$ cat config.mk
export PLATFORM = sky130hd
export DESIGN_NAME = string_to_tagged_int_parser_unit
export DESIGN_NICKNAME = d
export VERILOG_FILES = /design/src/rtl/s2tp_pkg.sv /design/src/rtl/s2tp_digit_unit.sv /design/src/rtl/string_to_tagged_int_parser_unit.sv
export VERILOG_INCLUDE_DIRS = /design/src /design/src/rtl
export SDC_FILE = /design/constraint.sdc
export NUM_CORES = 1
export LEC_CHECK = 0
export BUFFER_PORTS_ARGS = -buffer_cell sky130_fd_sc_hd__buf_2
export CAP_MARGIN = 20
export CELL_PAD_IN_SITES_DETAIL_PLACEMENT = 1
export CELL_PAD_IN_SITES_GLOBAL_PLACEMENT = 2
export CORE_UTILIZATION = 35
export CTS_CLUSTER_DIAMETER = 200
export DETAILED_ROUTE_END_ITERATION = 7
export GPL_TIMING_DRIVEN = 0
export PLACE_DENSITY_LB_ADDON = 0.25
export SKIP_CTS_REPAIR_TIMING = 1
export SLEW_MARGIN = 20
export SYNTH_ARGS = -nofsm -noshare
export SYNTH_HDL_FRONTEND = slang
export SYNTH_SLANG_ARGS = --single-unit
$ cat constraint.sdc
create_clock -name clk_i -period 13.43 [get_ports clk_i]
set_clock_uncertainty 0.1 [all_clocks]
set_input_delay 2.0145 -clock clk_i [delete_from_list [all_inputs] [get_ports clk_i]]
set_output_delay 2.0145 -clock clk_i [all_outputs]
set_load 0.1 [all_outputs]
$ cat src/rtl/string_to_tagged_int_parser_unit_assert.svh
// Assertion macros for the string to tagged integer parser.
// Clocked on clk_i and disabled while rst_ni is low; used by the top level.
`ifndef STRING_TO_TAGGED_INT_PARSER_UNIT_ASSERT_SVH
`define STRING_TO_TAGGED_INT_PARSER_UNIT_ASSERT_SVH

// Check that the consequent holds in the same cycle as the antecedent.
`define S2TP_ASSERT_SAME(label, ante, cons, msg) \
  label: assert property (@(posedge clk_i) disable iff (!rst_ni) (ante) |-> (cons)) \
    else $error(msg);

// Check that the consequent holds in the cycle after the antecedent.
`define S2TP_ASSERT_NEXT(label, ante, cons, msg) \
  label: assert property (@(posedge clk_i) disable iff (!rst_ni) (ante) |=> (cons)) \
    else $error(msg);

`endif

$ cat src/rtl/s2tp_pkg.sv
// Shared constants for the string to tagged integer parser.
// Holds sign codes, character codes and the default value width; no dependencies.
package s2tp_pkg;

  localparam int unsigned VALUE_BITS_DEF = 31;

  // Sign codes
  localparam logic [1:0] SIGN_NONE  = 2'd0;
  localparam logic [1:0] SIGN_PLUS  = 2'd1;
  localparam logic [1:0] SIGN_MINUS = 2'd2;

  // Character codes
  localparam logic [7:0] CH_NUL      = 8'h00;
  localparam logic [7:0] CH_TAB      = 8'h09;
  localparam logic [7:0] CH_CR       = 8'h0D;
  localparam logic [7:0] CH_SPACE    = 8'h20;
  localparam logic [7:0] CH_PLUS     = 8'h2B;
  localparam logic [7:0] CH_MINUS    = 8'h2D;
  localparam logic [7:0] CH_ZERO     = 8'h30;
  localparam logic [7:0] CH_NINE     = 8'h39;
  localparam logic [7:0] CH_UPPER_A  = 8'h41;
  localparam logic [7:0] CH_UPPER_F  = 8'h46;
  localparam logic [7:0] CH_LOWER_A  = 8'h61;
  localparam logic [7:0] CH_LOWER_X  = 8'h78;
  localparam logic [7:0] CH_LOWER_Z  = 8'h7A;
  localparam logic [7:0] CASE_OFFSET = 8'h20;

endpackage

$ cat src/rtl/s2tp_digit_unit.sv
// Digit step of the parser: decodes one character and folds it into the magnitude.
// Checks the limit before and after the multiply; depends on s2tp_pkg.
module s2tp_digit_unit
  import s2tp_pkg::*;
#(
  parameter int unsigned VALUE_BITS = VALUE_BITS_DEF
) (
  input  logic [VALUE_BITS-1:0] acc_i,
  input  logic [7:0]            char_i,
  input  logic                  hex_i,
  input  logic [1:0]            sign_i,
  output logic [VALUE_BITS-1:0] acc_o,
  output logic                  fail_o
);

  localparam int unsigned WB = VALUE_BITS + 4;

  localparam logic [VALUE_BITS-1:0] LIM_MAX = {1'b0, {(VALUE_BITS-1){1'b1}}};
  localparam logic [VALUE_BITS-1:0] LIM_NEG = {1'b1, {(VALUE_BITS-1){1'b0}}};
  localparam logic [VALUE_BITS-1:0] LIM_HEX = {VALUE_BITS{1'b1}};

  localparam logic [VALUE_BITS-1:0] THR_MAX_DEC = VALUE_BITS'(LIM_MAX / 10);
  localparam logic [VALUE_BITS-1:0] THR_MAX_HEX = VALUE_BITS'(LIM_MAX / 16);
  localparam logic [VALUE_BITS-1:0] THR_NEG_DEC = VALUE_BITS'(LIM_NEG / 10);
  localparam logic [VALUE_BITS-1:0] THR_NEG_HEX = VALUE_BITS'(LIM_NEG / 16);
  localparam logic [VALUE_BITS-1:0] THR_HEX_HEX = VALUE_BITS'(LIM_HEX / 16);

  logic [VALUE_BITS-1:0] lim;
  logic [VALUE_BITS-1:0] thr;
  logic [7:0]            up;
  logic                  is_dec;
  logic                  is_hex;
  logic [3:0]            digit;
  logic [WB-1:0]         acc_ext;
  logic [WB-1:0]         prod;
  logic [WB-1:0]         sum;

  // Pick the limit and the pre-multiply threshold for this sign and radix
  always_comb begin
    case (sign_i)
      SIGN_MINUS: begin
        lim = LIM_NEG;
        thr = hex_i ? THR_NEG_HEX : THR_NEG_DEC;
      end
      SIGN_PLUS: begin
        lim = LIM_MAX;
        thr = hex_i ? THR_MAX_HEX : THR_MAX_DEC;
      end
      default: begin
        lim = hex_i ? LIM_HEX : LIM_MAX;
        thr = hex_i ? THR_HEX_HEX : THR_MAX_DEC;
      end
    endcase
  end

  // Fold case and decode the digit
  assign up     = (char_i >= CH_LOWER_A && char_i <= CH_LOWER_Z) ? char_i - CASE_OFFSET
                                                                   : char_i;
  assign is_dec = (up >= CH_ZERO) && (up <= CH_NINE);
  assign is_hex = hex_i && (up >= CH_UPPER_A) && (up <= CH_UPPER_F);
  assign digit  = is_dec ? up[3:0] : 4'(up[3:0] + 4'd9);

  // Multiply by the radix with shifts, then add the digit
  assign acc_ext = {4'b0000, acc_i};
  assign prod    = hex_i ? (acc_ext << 4) : ((acc_ext << 3) + (acc_ext << 1));
  assign sum     = prod + {{(WB-4){1'b0}}, digit};

  assign fail_o = (acc_i > thr) || !(is_dec || is_hex) || (sum > {4'b0000, lim});
  assign acc_o  = sum[VALUE_BITS-1:0];

endmodule

$ cat src/rtl/string_to_tagged_int_parser_unit.sv
// Top level of the string to tagged integer parser: input register, parse
// state, result register and flow control. Depends on s2tp_pkg, s2tp_digit_unit
// and the assertion macro header.
//
// Usage:
//   Characters arrive on the input channel (in_valid_i, in_stall_o, char_code_i),
//   one per request. A NUL character ends the string and produces one result on
//   the output channel (out_valid_o, out_stall_i, ok_o, value_o); every other
//   character produces none. Leading blanks, an optional sign and a "0x" prefix
//   are handled; ok_o is 0 and value_o is 0 for a malformed or out-of-range string.
//   Throughput: one character per cycle, including back-to-back strings, while no NUL
//   waits on an untaken result. A NUL accepted into the input register loads its result
//   into the result register as soon as that register is free or being taken.
//   The character step is a shift-add multiply, an add and a limit compare,
//   done combinationally between the input register and the parse state registers.
//   Stall: while a result waits untaken, plain characters keep flowing; a next
//   NUL holds in the input register, and in_stall_o rises, until the result is taken.
//   Reset: asynchronous, active low; clears the parse state and both valid flags.
module string_to_tagged_int_parser_unit
  import s2tp_pkg::*;
#(
  parameter int unsigned VALUE_BITS = VALUE_BITS_DEF
) (
  input  logic               clk_i,
  input  logic               rst_ni,
  input  logic               in_valid_i,
  output logic               in_stall_o,
  input  logic [7:0]         char_code_i,
  output logic               out_valid_o,
  input  logic               out_stall_i,
  output logic               ok_o,
  output logic signed [31:0] value_o
);

`include "string_to_tagged_int_parser_unit_assert.svh"

  // Parse phases
  localparam logic [2:0] PH_WS    = 3'd0;
  localparam logic [2:0] PH_START = 3'd1;
  localparam logic [2:0] PH_ZERO  = 3'd2;
  localparam logic [2:0] PH_HEX0  = 3'd3;
  localparam logic [2:0] PH_DIG   = 3'd4;

  logic                  in_valid_q, in_valid_d;
  logic [7:0]            char_q;
  logic [2:0]            phase_q, phase_d;
  logic [1:0]            sign_q, sign_d;
  logic                  hex_q, hex_d;
  logic [VALUE_BITS-1:0] acc_q, acc_d;
  logic                  failed_q, failed_d;
  logic                  out_valid_q, out_valid_d;
  logic                  ok_q, ok_d;
  logic [31:0]           value_q, value_d;

  logic                  fire;
  logic                  is_nul;
  logic                  is_ws;
  logic                  dig_fail;
  logic [VALUE_BITS-1:0] dig_acc;
  logic                  ok_n;
  logic                  ext_bit;
  logic [31:0]           mag;

  // Digit decode, limit check and multiply-add
  s2tp_digit_unit #(
    .VALUE_BITS(VALUE_BITS)
  ) u_digit (
    .acc_i  (acc_q),
    .char_i (char_q),
    .hex_i  (hex_q),
    .sign_i (sign_q),
    .acc_o  (dig_acc),
    .fail_o (dig_fail)
  );

  // Process a held request; a NUL needs a free result register
  assign is_nul     = (char_q == CH_NUL);
  assign fire       = in_valid_q && (!is_nul || !out_valid_q || !out_stall_i);
  assign in_stall_o = in_valid_q && !fire;
  assign is_ws      = (char_q == CH_SPACE) || ((char_q >= CH_TAB) && (char_q <= CH_CR));

  // Form the result value from the magnitude
  assign ok_n    = !failed_q && ((phase_q == PH_ZERO) || (phase_q == PH_DIG));
  assign ext_bit = (sign_q == SIGN_NONE) && acc_q[VALUE_BITS-1];
  assign mag     = {{(32-VALUE_BITS){ext_bit}}, acc_q};

  // Advance the input register
  always_comb begin
    in_valid_d = in_valid_q;
    if (in_valid_i && !in_stall_o) begin
      in_valid_d = 1'b1;
    end else if (fire) begin
      in_valid_d = 1'b0;
    end
  end

  // Step the parse state and load the result
  always_comb begin
    phase_d     = phase_q;
    sign_d      = sign_q;
    hex_d       = hex_q;
    acc_d       = acc_q;
    failed_d    = failed_q;
    ok_d        = ok_q;
    value_d     = value_q;
    out_valid_d = out_valid_q && out_stall_i;
    if (fire) begin
      if (is_nul) begin
        out_valid_d = 1'b1;
        ok_d        = ok_n;
        if (!ok_n) begin
          value_d = 32'd0;
        end else if (sign_q == SIGN_MINUS) begin
          value_d = 32'd0 - mag;
        end else begin
          value_d = mag;
        end
        phase_d  = PH_WS;
        sign_d   = SIGN_NONE;
        hex_d    = 1'b0;
        acc_d    = '0;
        failed_d = 1'b0;
      end else if (!failed_q) begin
        case (phase_q)
          PH_WS: begin
            if (is_ws) begin
              phase_d = PH_WS;
            end else if (char_q == CH_PLUS || char_q == CH_MINUS) begin
              sign_d  = (char_q == CH_MINUS) ? SIGN_MINUS : SIGN_PLUS;
              phase_d = PH_START;
            end else if (char_q == CH_ZERO) begin
              phase_d = PH_ZERO;
            end else begin
              failed_d = dig_fail;
              acc_d    = dig_fail ? acc_q : dig_acc;
              phase_d  = PH_DIG;
            end
          end
          PH_START: begin
            if (char_q == CH_ZERO) begin
              phase_d = PH_ZERO;
            end else begin
              failed_d = dig_fail;
              acc_d    = dig_fail ? acc_q : dig_acc;
              phase_d  = PH_DIG;
            end
          end
          PH_ZERO: begin
            if (char_q == CH_LOWER_X) begin
              hex_d   = 1'b1;
              phase_d = PH_HEX0;
            end else begin
              failed_d = dig_fail;
              acc_d    = dig_fail ? acc_q : dig_acc;
              phase_d  = PH_DIG;
            end
          end
          default: begin
            failed_d = dig_fail;
            acc_d    = dig_fail ? acc_q : dig_acc;
            phase_d  = PH_DIG;
          end
        endcase
      end
    end
  end

  // Control registers
  always_ff @(posedge clk_i or negedge rst_ni) begin
    if (!rst_ni) begin
      in_valid_q  <= 1'b0;
      phase_q     <= PH_WS;
      sign_q      <= SIGN_NONE;
      hex_q       <= 1'b0;
      acc_q       <= '0;
      failed_q    <= 1'b0;
      out_valid_q <= 1'b0;
    end else begin
      in_valid_q  <= in_valid_d;
      phase_q     <= phase_d;
      sign_q      <= sign_d;
      hex_q       <= hex_d;
      acc_q       <= acc_d;
      failed_q    <= failed_d;
      out_valid_q <= out_valid_d;
    end
  end

  // Payload registers
  always_ff @(posedge clk_i) begin
    if (in_valid_i && !in_stall_o) begin
      char_q <= char_code_i;
    end
    ok_q    <= ok_d;
    value_q <= value_d;
  end

  assign out_valid_o = out_valid_q;
  assign ok_o        = ok_q;
  assign value_o     = value_q;

  // Checks
  `S2TP_ASSERT_SAME(a_fail_value_zero, out_valid_o && !ok_o, value_o == 32'd0, "failed result carries a nonzero value")
  `S2TP_ASSERT_NEXT(a_nul_resets_state, fire && is_nul, phase_q == PH_WS && acc_q == '0 && !failed_q && !hex_q && sign_q == SIGN_NONE, "parse state not cleared after NUL")
  `S2TP_ASSERT_NEXT(a_nul_gives_result, fire && is_nul, out_valid_o, "NUL did not produce a result")
  `S2TP_ASSERT_NEXT(a_error_latched, failed_q && !(fire && is_nul), failed_q, "error dropped before NUL")

endmodule

==> results.sh, run 1 <==
export IMPL_status="finished, final reports clean"
export IMPL_tightest_slew_ns=1.013
export IMPL_cp_slowest_stage_delay_ns=0.59
export IMPL_rsz0062_at_grt="no"
export IMPL_antennaDiodeCount=0
export IMPL_antenna_found_initial=0
export IMPL_cp_start_kind="flop"
export IMPL_layout_drive_gt1_share_pct=12.09
export IMPL_ys_types=86
export IMPL_clock_latency_ns=0.36
export IMPL_p_leak_nw=4.178
export IMPL_p_per_area_nw_per_um2=64.78
export IMPL_ant_nets=0
export IMPL_routed_wl_um=29220
export IMPL_via_count=7978
export IMPL_grt_pass1_vias=8023
export IMPL_period_share_pct=72.78
export IMPL_io_pins=47
export IMPL_cp_arrival_ns=9.91
export IMPL_final_core_util_pct=39.74
export IMPL_cts_root_buf="clkbuf_16"
export IMPL_critPathRequiredTime_ns=13.57
export IMPL_syn_area_um2=8806
export IMPL_synth_seq_cells=81
export IMPL_cp_common_cell="clkbuf_1"
export IMPL_peakVddDrop_v=0.00004099
export IMPL_grt_start_max_net_pins=41
export IMPL_coreArea_um2=24530
export IMPL_port_buffers=46
export IMPL_setup_viol=0
export IMPL_grt_ovfl_total=0
export IMPL_via_per_inst=5.703
export IMPL_yosys_warnings=0
export IMPL_place_congestion=0.8192
export IMPL_ys_flop_type="edfxtp_1"
export IMPL_slew_violations=0
export IMPL_regArea_um2=2232
export IMPL_yosys_area_top_type="ha_1"
export IMPL_crit_type="flop to flop"
export IMPL_drc=0
export IMPL_clk_pin_slew_ns=0.06
export IMPL_htree_levels=3
export IMPL_grt_use_total_pct=23.23
export IMPL_syn_avg_cell_area_um2=8.693
export IMPL_initial_core_util_pct=35.89
export IMPL_max_cap_violations=0
export IMPL_die_w_um=160.6
export IMPL_period_minus_slack_ns=9.774
export IMPL_async_flop_share_pct=49.38
export IMPL_crit_path_end_kind="flop"
export IMPL_syn_nets=1126
export IMPL_syn2layout_area_growth_pct=10.71
export IMPL_tritoncts="done"
export IMPL_fmax_mhz=102.3
export IMPL_cts_inserted_buffers=9
export IMPL_multi_input_area_um2=6240
export IMPL_dr_pass1_iters=5
export IMPL_hold_viol_final=0
export IMPL_min_path_type="flop to flop"
export IMPL_slowest_stage="buf_1"
export IMPL_synth_top_area_share_pct=14.07
export IMPL_fin_setup_tns_ns=0
export IMPL_clockBufferDepth=2
export IMPL_clock_sinks=81
export IMPL_hpwl_um=22960
export IMPL_worstPathMaxFanout=10
export IMPL_rows=57
export IMPL_nets=1183
export IMPL_wl_per_cell_um=20.89
export IMPL_die_area_um2=25800
export IMPL_drt_iter0_markers=399
export IMPL_synthTopCellsByArea="ha_1, edfxtp_1, dfrtp_1, mux2_4, nand2_1"
export IMPL_finalPower_mw=0.6316
export IMPL_synth_edf_count=41
export IMPL_die_h_um=160.6
export IMPL_grt_pass1_wl_um=46330
export IMPL_seq_area_frac_synth_pct=25.35
export IMPL_nFillCells=2941
export IMPL_relSlewSlack_pct=31.90
export IMPL_syn_inst=1013
[stage by stage]
stage / hold WS (ns) / cells / setup slack [ns] / area, um2
after floorplan: 0.3772 / 1013 / 6.112 / 8806
after global placement: 0.4040 / 1383 / 3.774 / 9442
after detailed placement: 0.4144 / 1383 / 3.675 / 9447
after CTS: 0.4297 / 1399 / 3.624 / 9738
after global routing: 0.4773 / 1399 / 3.149 / 9749
final: 0.4292 / 1399 / 3.656 / 9749
[Yosys cell counts (all sizes together) (7+ instances only)]
cell type and n:
ha 99, nand2 90, nor2 82, a21oi 61, o21ai 42, edfxtp 41, dfrtp 40, clkbuf 38
inv 37, xnor2 36, a21o 34, xor2 34, mux2 31, and2 29, nand4 29, nand3 27
nor3 27, a211oi 17, o31ai 17, o21a 15, mux2i 13, nor4 12, o211ai 11, or4 11
nor2b 10, buf 9, nand2b 8, or3 8, and3 7, o41ai 7, or2 7
[layer usage]
metal	GRT usage [%]	wire, um	vias up
met5	0	0	-
met3	2.299	703	18
li1	-	-	3912
met4	4.589	269	0
met1	32.80	14700	3934
met2	38.31	13550	114
[layout by cell type (no fill, tap or decap), types with 28 or more instances in the layout]
cell / netlist / layout
xnor2_1: 36 / 36
a21oi_1: 60 / 59
edfxtp_1: 41 / 41
nor2_1: 82 / 82
o21ai_0: 40 / 40
a21o_1: 34 / 34
xor2_1: 34 / 34
clkbuf_1: 38 / 39
inv_1: 37 / 37
nand2_1: 90 / 90
nand4_1: 28 / 28
dfrtp_1: 40 / 40
ha_1: 99 / 98
buf_2: 4 / 49
[worst paths after layout]
kind                       startpoint         end  slack, ns  depth (start not counted)
setup / recovery                hex_q   acc_q[11]       3.66                         29
min in group asynchronous      rst_ni  phase_q[1]       1.55                          1
hold reg to reg             sign_q[0]   sign_q[0]       0.43                          2
setup reg to reg                hex_q   acc_q[11]       3.66                         29
max in group asynchronous      rst_ni   acc_q[12]      11.23                          1
hold / removal              sign_q[0]   sign_q[0]       0.43                          2
[power breakdown]
group	switching (mW)	internal, mW
logic	0.0646	0.0429
registers	0.00798	0.265
clock network	0.113	0.138
total	0.186	0.446
[critical path: cells and delay by family (launching register included)]
| family | cells | cell delay (ns) |
|---|---|---|
| multiplexers | 3 | 0.93 |
| AO/OA/AOI/OAI | 9 | 2.14 |
| XOR/XNOR | 1 | 0.20 |
| adder cells (fa/ha/maj) | 2 | 0.68 |
| AND/OR/NAND/NOR | 6 | 1.99 |
| buffers and inverters | 8 | 3.13 |
| flip-flops | 1 | 0.48 |
[logic make-up after synthesis]
| group | Yosys count | synth area share, % |
|---|---|---|
| flops | 81 | 25.35 |
| mux | 44 | 6.465 |
| simple gates | 373 | 22.18 |
| fa+ha+maj | 101 | 14.52 |
| buf+inv | 85 | 3.936 |
| xor+xnor | 70 | 6.962 |
| compound gates | 259 | 20.59 |
[flip-flops by register name, summed over array words and instances (netlist names)]
name         cells
value_o         32
acc_q           31
char_q           8
phase_q          3
sign_q           2
failed_q         1
hex_q            1
in_valid_q       1
ok_o             1
out_valid_o      1
[layout make-up]
type	count	share of cell area, %
multi-input combinational	847	64.00
sequential	81	22.90
tap	324	4.158
clock buffer	11	2.605
timing repair buffer	46	2.387
buffer	47	2.092
inverter	38	1.476
clock inverter	5	0.3850
Note: power is estimated with default switching activity, not from simulation.
==> run 2: changes to the inputs <==
- clock period: 13.43 -> 10.25 ns (I/O delays scaled with it)
==> run 2 against run 1 <==
Net effect:
- critical path depth decreased by 1
- register-to-register slack got worse by 2.7 ns
- sequential cell count unchanged
- sequential share of layout area about the same
- first-iteration DRC count decreased by 16%
- die area unchanged
- design area about the same
- via count about the same
- worst setup slack got worse by 2.7 ns
- highest routed layer unchanged
==> results.sh, run 2 (synthesis gave the netlist of run 1 again) <==
export IMPL_p_leak_nw=4.177
export IMPL_grt_pass1_wl_um=46330
export IMPL_port_buffers=46
export IMPL_clock_sinks=81
export IMPL_die_w_um=160.6
export IMPL_regArea_um2=2232
export IMPL_multi_input_area_um2=6240
export IMPL_grt_pass1_vias=8023
export IMPL_pre_cts_slack_ns=0.4946
export IMPL_cts_root_buf="clkbuf_16"
export IMPL_htree_levels=3
export IMPL_fin_setup_tns_ns=0
export IMPL_relSlewSlack_pct=28.94
export IMPL_period_share_pct=91.10
export IMPL_cp_start_kind="flop"
export IMPL_via_per_inst=5.704
export IMPL_slew_violations=0
export IMPL_drt_iter0_markers=336
export IMPL_dr_pass1_iters=5
export IMPL_min_path_type="flop to flop"
export IMPL_crit_path_end_kind="flop"
export IMPL_io_pins=47
export IMPL_worstPathMaxFanout=19
export IMPL_wl_per_cell_um=20.90
export IMPL_rsz0062_at_grt="no"
export IMPL_clock_latency_ns=0.36
export IMPL_cts_inserted_buffers=9
export IMPL_layout_drive_gt1_share_pct=12.10
export IMPL_largest_register_ffs=32
export IMPL_p_per_area_nw_per_um2=84.89
export IMPL_clk_pin_slew_ns=0.06
export IMPL_nets=1182
export IMPL_syn2layout_area_growth_pct=10.67
export IMPL_rows=57
export IMPL_final_cell_area_um2=9746
export IMPL_max_cap_violations=0
export IMPL_routed_wl_um=29210
export IMPL_period_minus_slack_ns=9.338
export IMPL_initial_core_util_pct=35.89
export IMPL_ant_nets=0
export IMPL_hpwl_um=22960
export IMPL_place_congestion=0.8192
export IMPL_final_common_cell="ha_1"
export IMPL_slowest_stage="or4b_4"
export IMPL_stdcell_count=1398
export IMPL_die_h_um=160.6
export IMPL_tightest_slew_ns=1.057
export IMPL_drc=0
export IMPL_nFillCells=2941
export IMPL_layout_common_cells="ha_1, nand2_1, nor2_1"
export IMPL_clockBufferDepth=2
export IMPL_peakVddDrop_v=0.00005386
export IMPL_cp_slowest_stage_delay_ns=0.57
export IMPL_dp_cells=1383
export IMPL_setup_viol=0
export IMPL_fin_ws_ns=0.9118
export IMPL_grt_start_max_net_pins=41
export IMPL_critPathRequiredTime_ns=10.38
export IMPL_cp_arrival_ns=9.47
export IMPL_via_count=7974
export IMPL_antenna_found_initial=0
export IMPL_grt_ovfl_total=0
export IMPL_coreArea_um2=24530
export IMPL_tritoncts="done"
export IMPL_die_area_um2=25800
export IMPL_crit_type="flop to flop"
export IMPL_fmax_mhz=107.1
export IMPL_hold_viol_final=0
export IMPL_status="finished, final reports clean"
export IMPL_grt_use_total_pct=23.23
export IMPL_antennaDiodeCount=0
export IMPL_post_dp_cell_area_um2=9447
export IMPL_cp_common_cell="clkbuf_1"
-- run 2: cell types whose count changed in the layout (fill, tap and decap cells not counted) --
cell   delta
buf_1     -1
-- run 2: stage by stage --
| stage | hold slack (ns) | util (%) | power [mW] |
|---|---|---|---|
| 3_5_place_dp | 0.4144 | 38.50 | 0.5049 |
| 5_1_grt | 0.4773 | 39.72 | 0.8611 |
| 6_report | 0.4288 | 39.72 | 0.8273 |
| 3_3_place_gp | 0.4040 | 38.48 | 0.5011 |
| 2_1_floorplan | 0.3772 | - | 0.4643 |
| 4_1_cts | 0.4297 | 39.69 | 0.8324 |
-- run 2: layout make-up --
type	count	area share (%)
Buffer	46	2.054
Multi-Input combinational cell	847	64.03
Timing Repair Buffer	46	2.388
Clock buffer	11	2.606
Clock inverter	5	0.3852
Sequential cell	81	22.90
Tap cell	324	4.160
Inverter	38	1.476
-- run 2: path summary, 6_finish.rpt --
path                           start    endpoint  depth (start not counted)  slack, ns
setup / recovery               hex_q   acc_q[11]                         28       0.91
hold / removal             sign_q[0]   sign_q[0]                          2       0.43
setup reg to reg               hex_q   acc_q[11]                         28       0.91
hold reg to reg            sign_q[0]   sign_q[0]                          2       0.43
max in group asynchronous     rst_ni   acc_q[10]                          1       8.53
min in group asynchronous     rst_ni  phase_q[1]                          1       1.07
-- run 2: power breakdown --
group / switching, mW / total [mW] / internal (mW)
logic: 0.0846 / 0.141 / 0.0562
clock network: 0.148 / 0.328 / 0.180
registers: 0.0105 / 0.358 / 0.348
total: 0.243 / 0.827 / 0.584
-- run 2: per-layer routing --
metal | GRT usage, % | routed length [um]
met2 | 38.31 | 13540
met5 | 0 | 0
met3 | 2.299 | 637
met1 | 32.80 | 14740
met4 | 4.589 | 296
-- run 2: critical path, delay by kind of cell, from the launching register on --
family                     cells  cell delay (ns)
adders and majority gates      2             0.68
buffers and inverters          7             2.66
AOI/OAI and AO/OA              9             2.15
muxes                          3             0.94
DFF                            1             0.48
and+or+nand+nor                6             1.99
xor gates and xnor gates       1             0.20
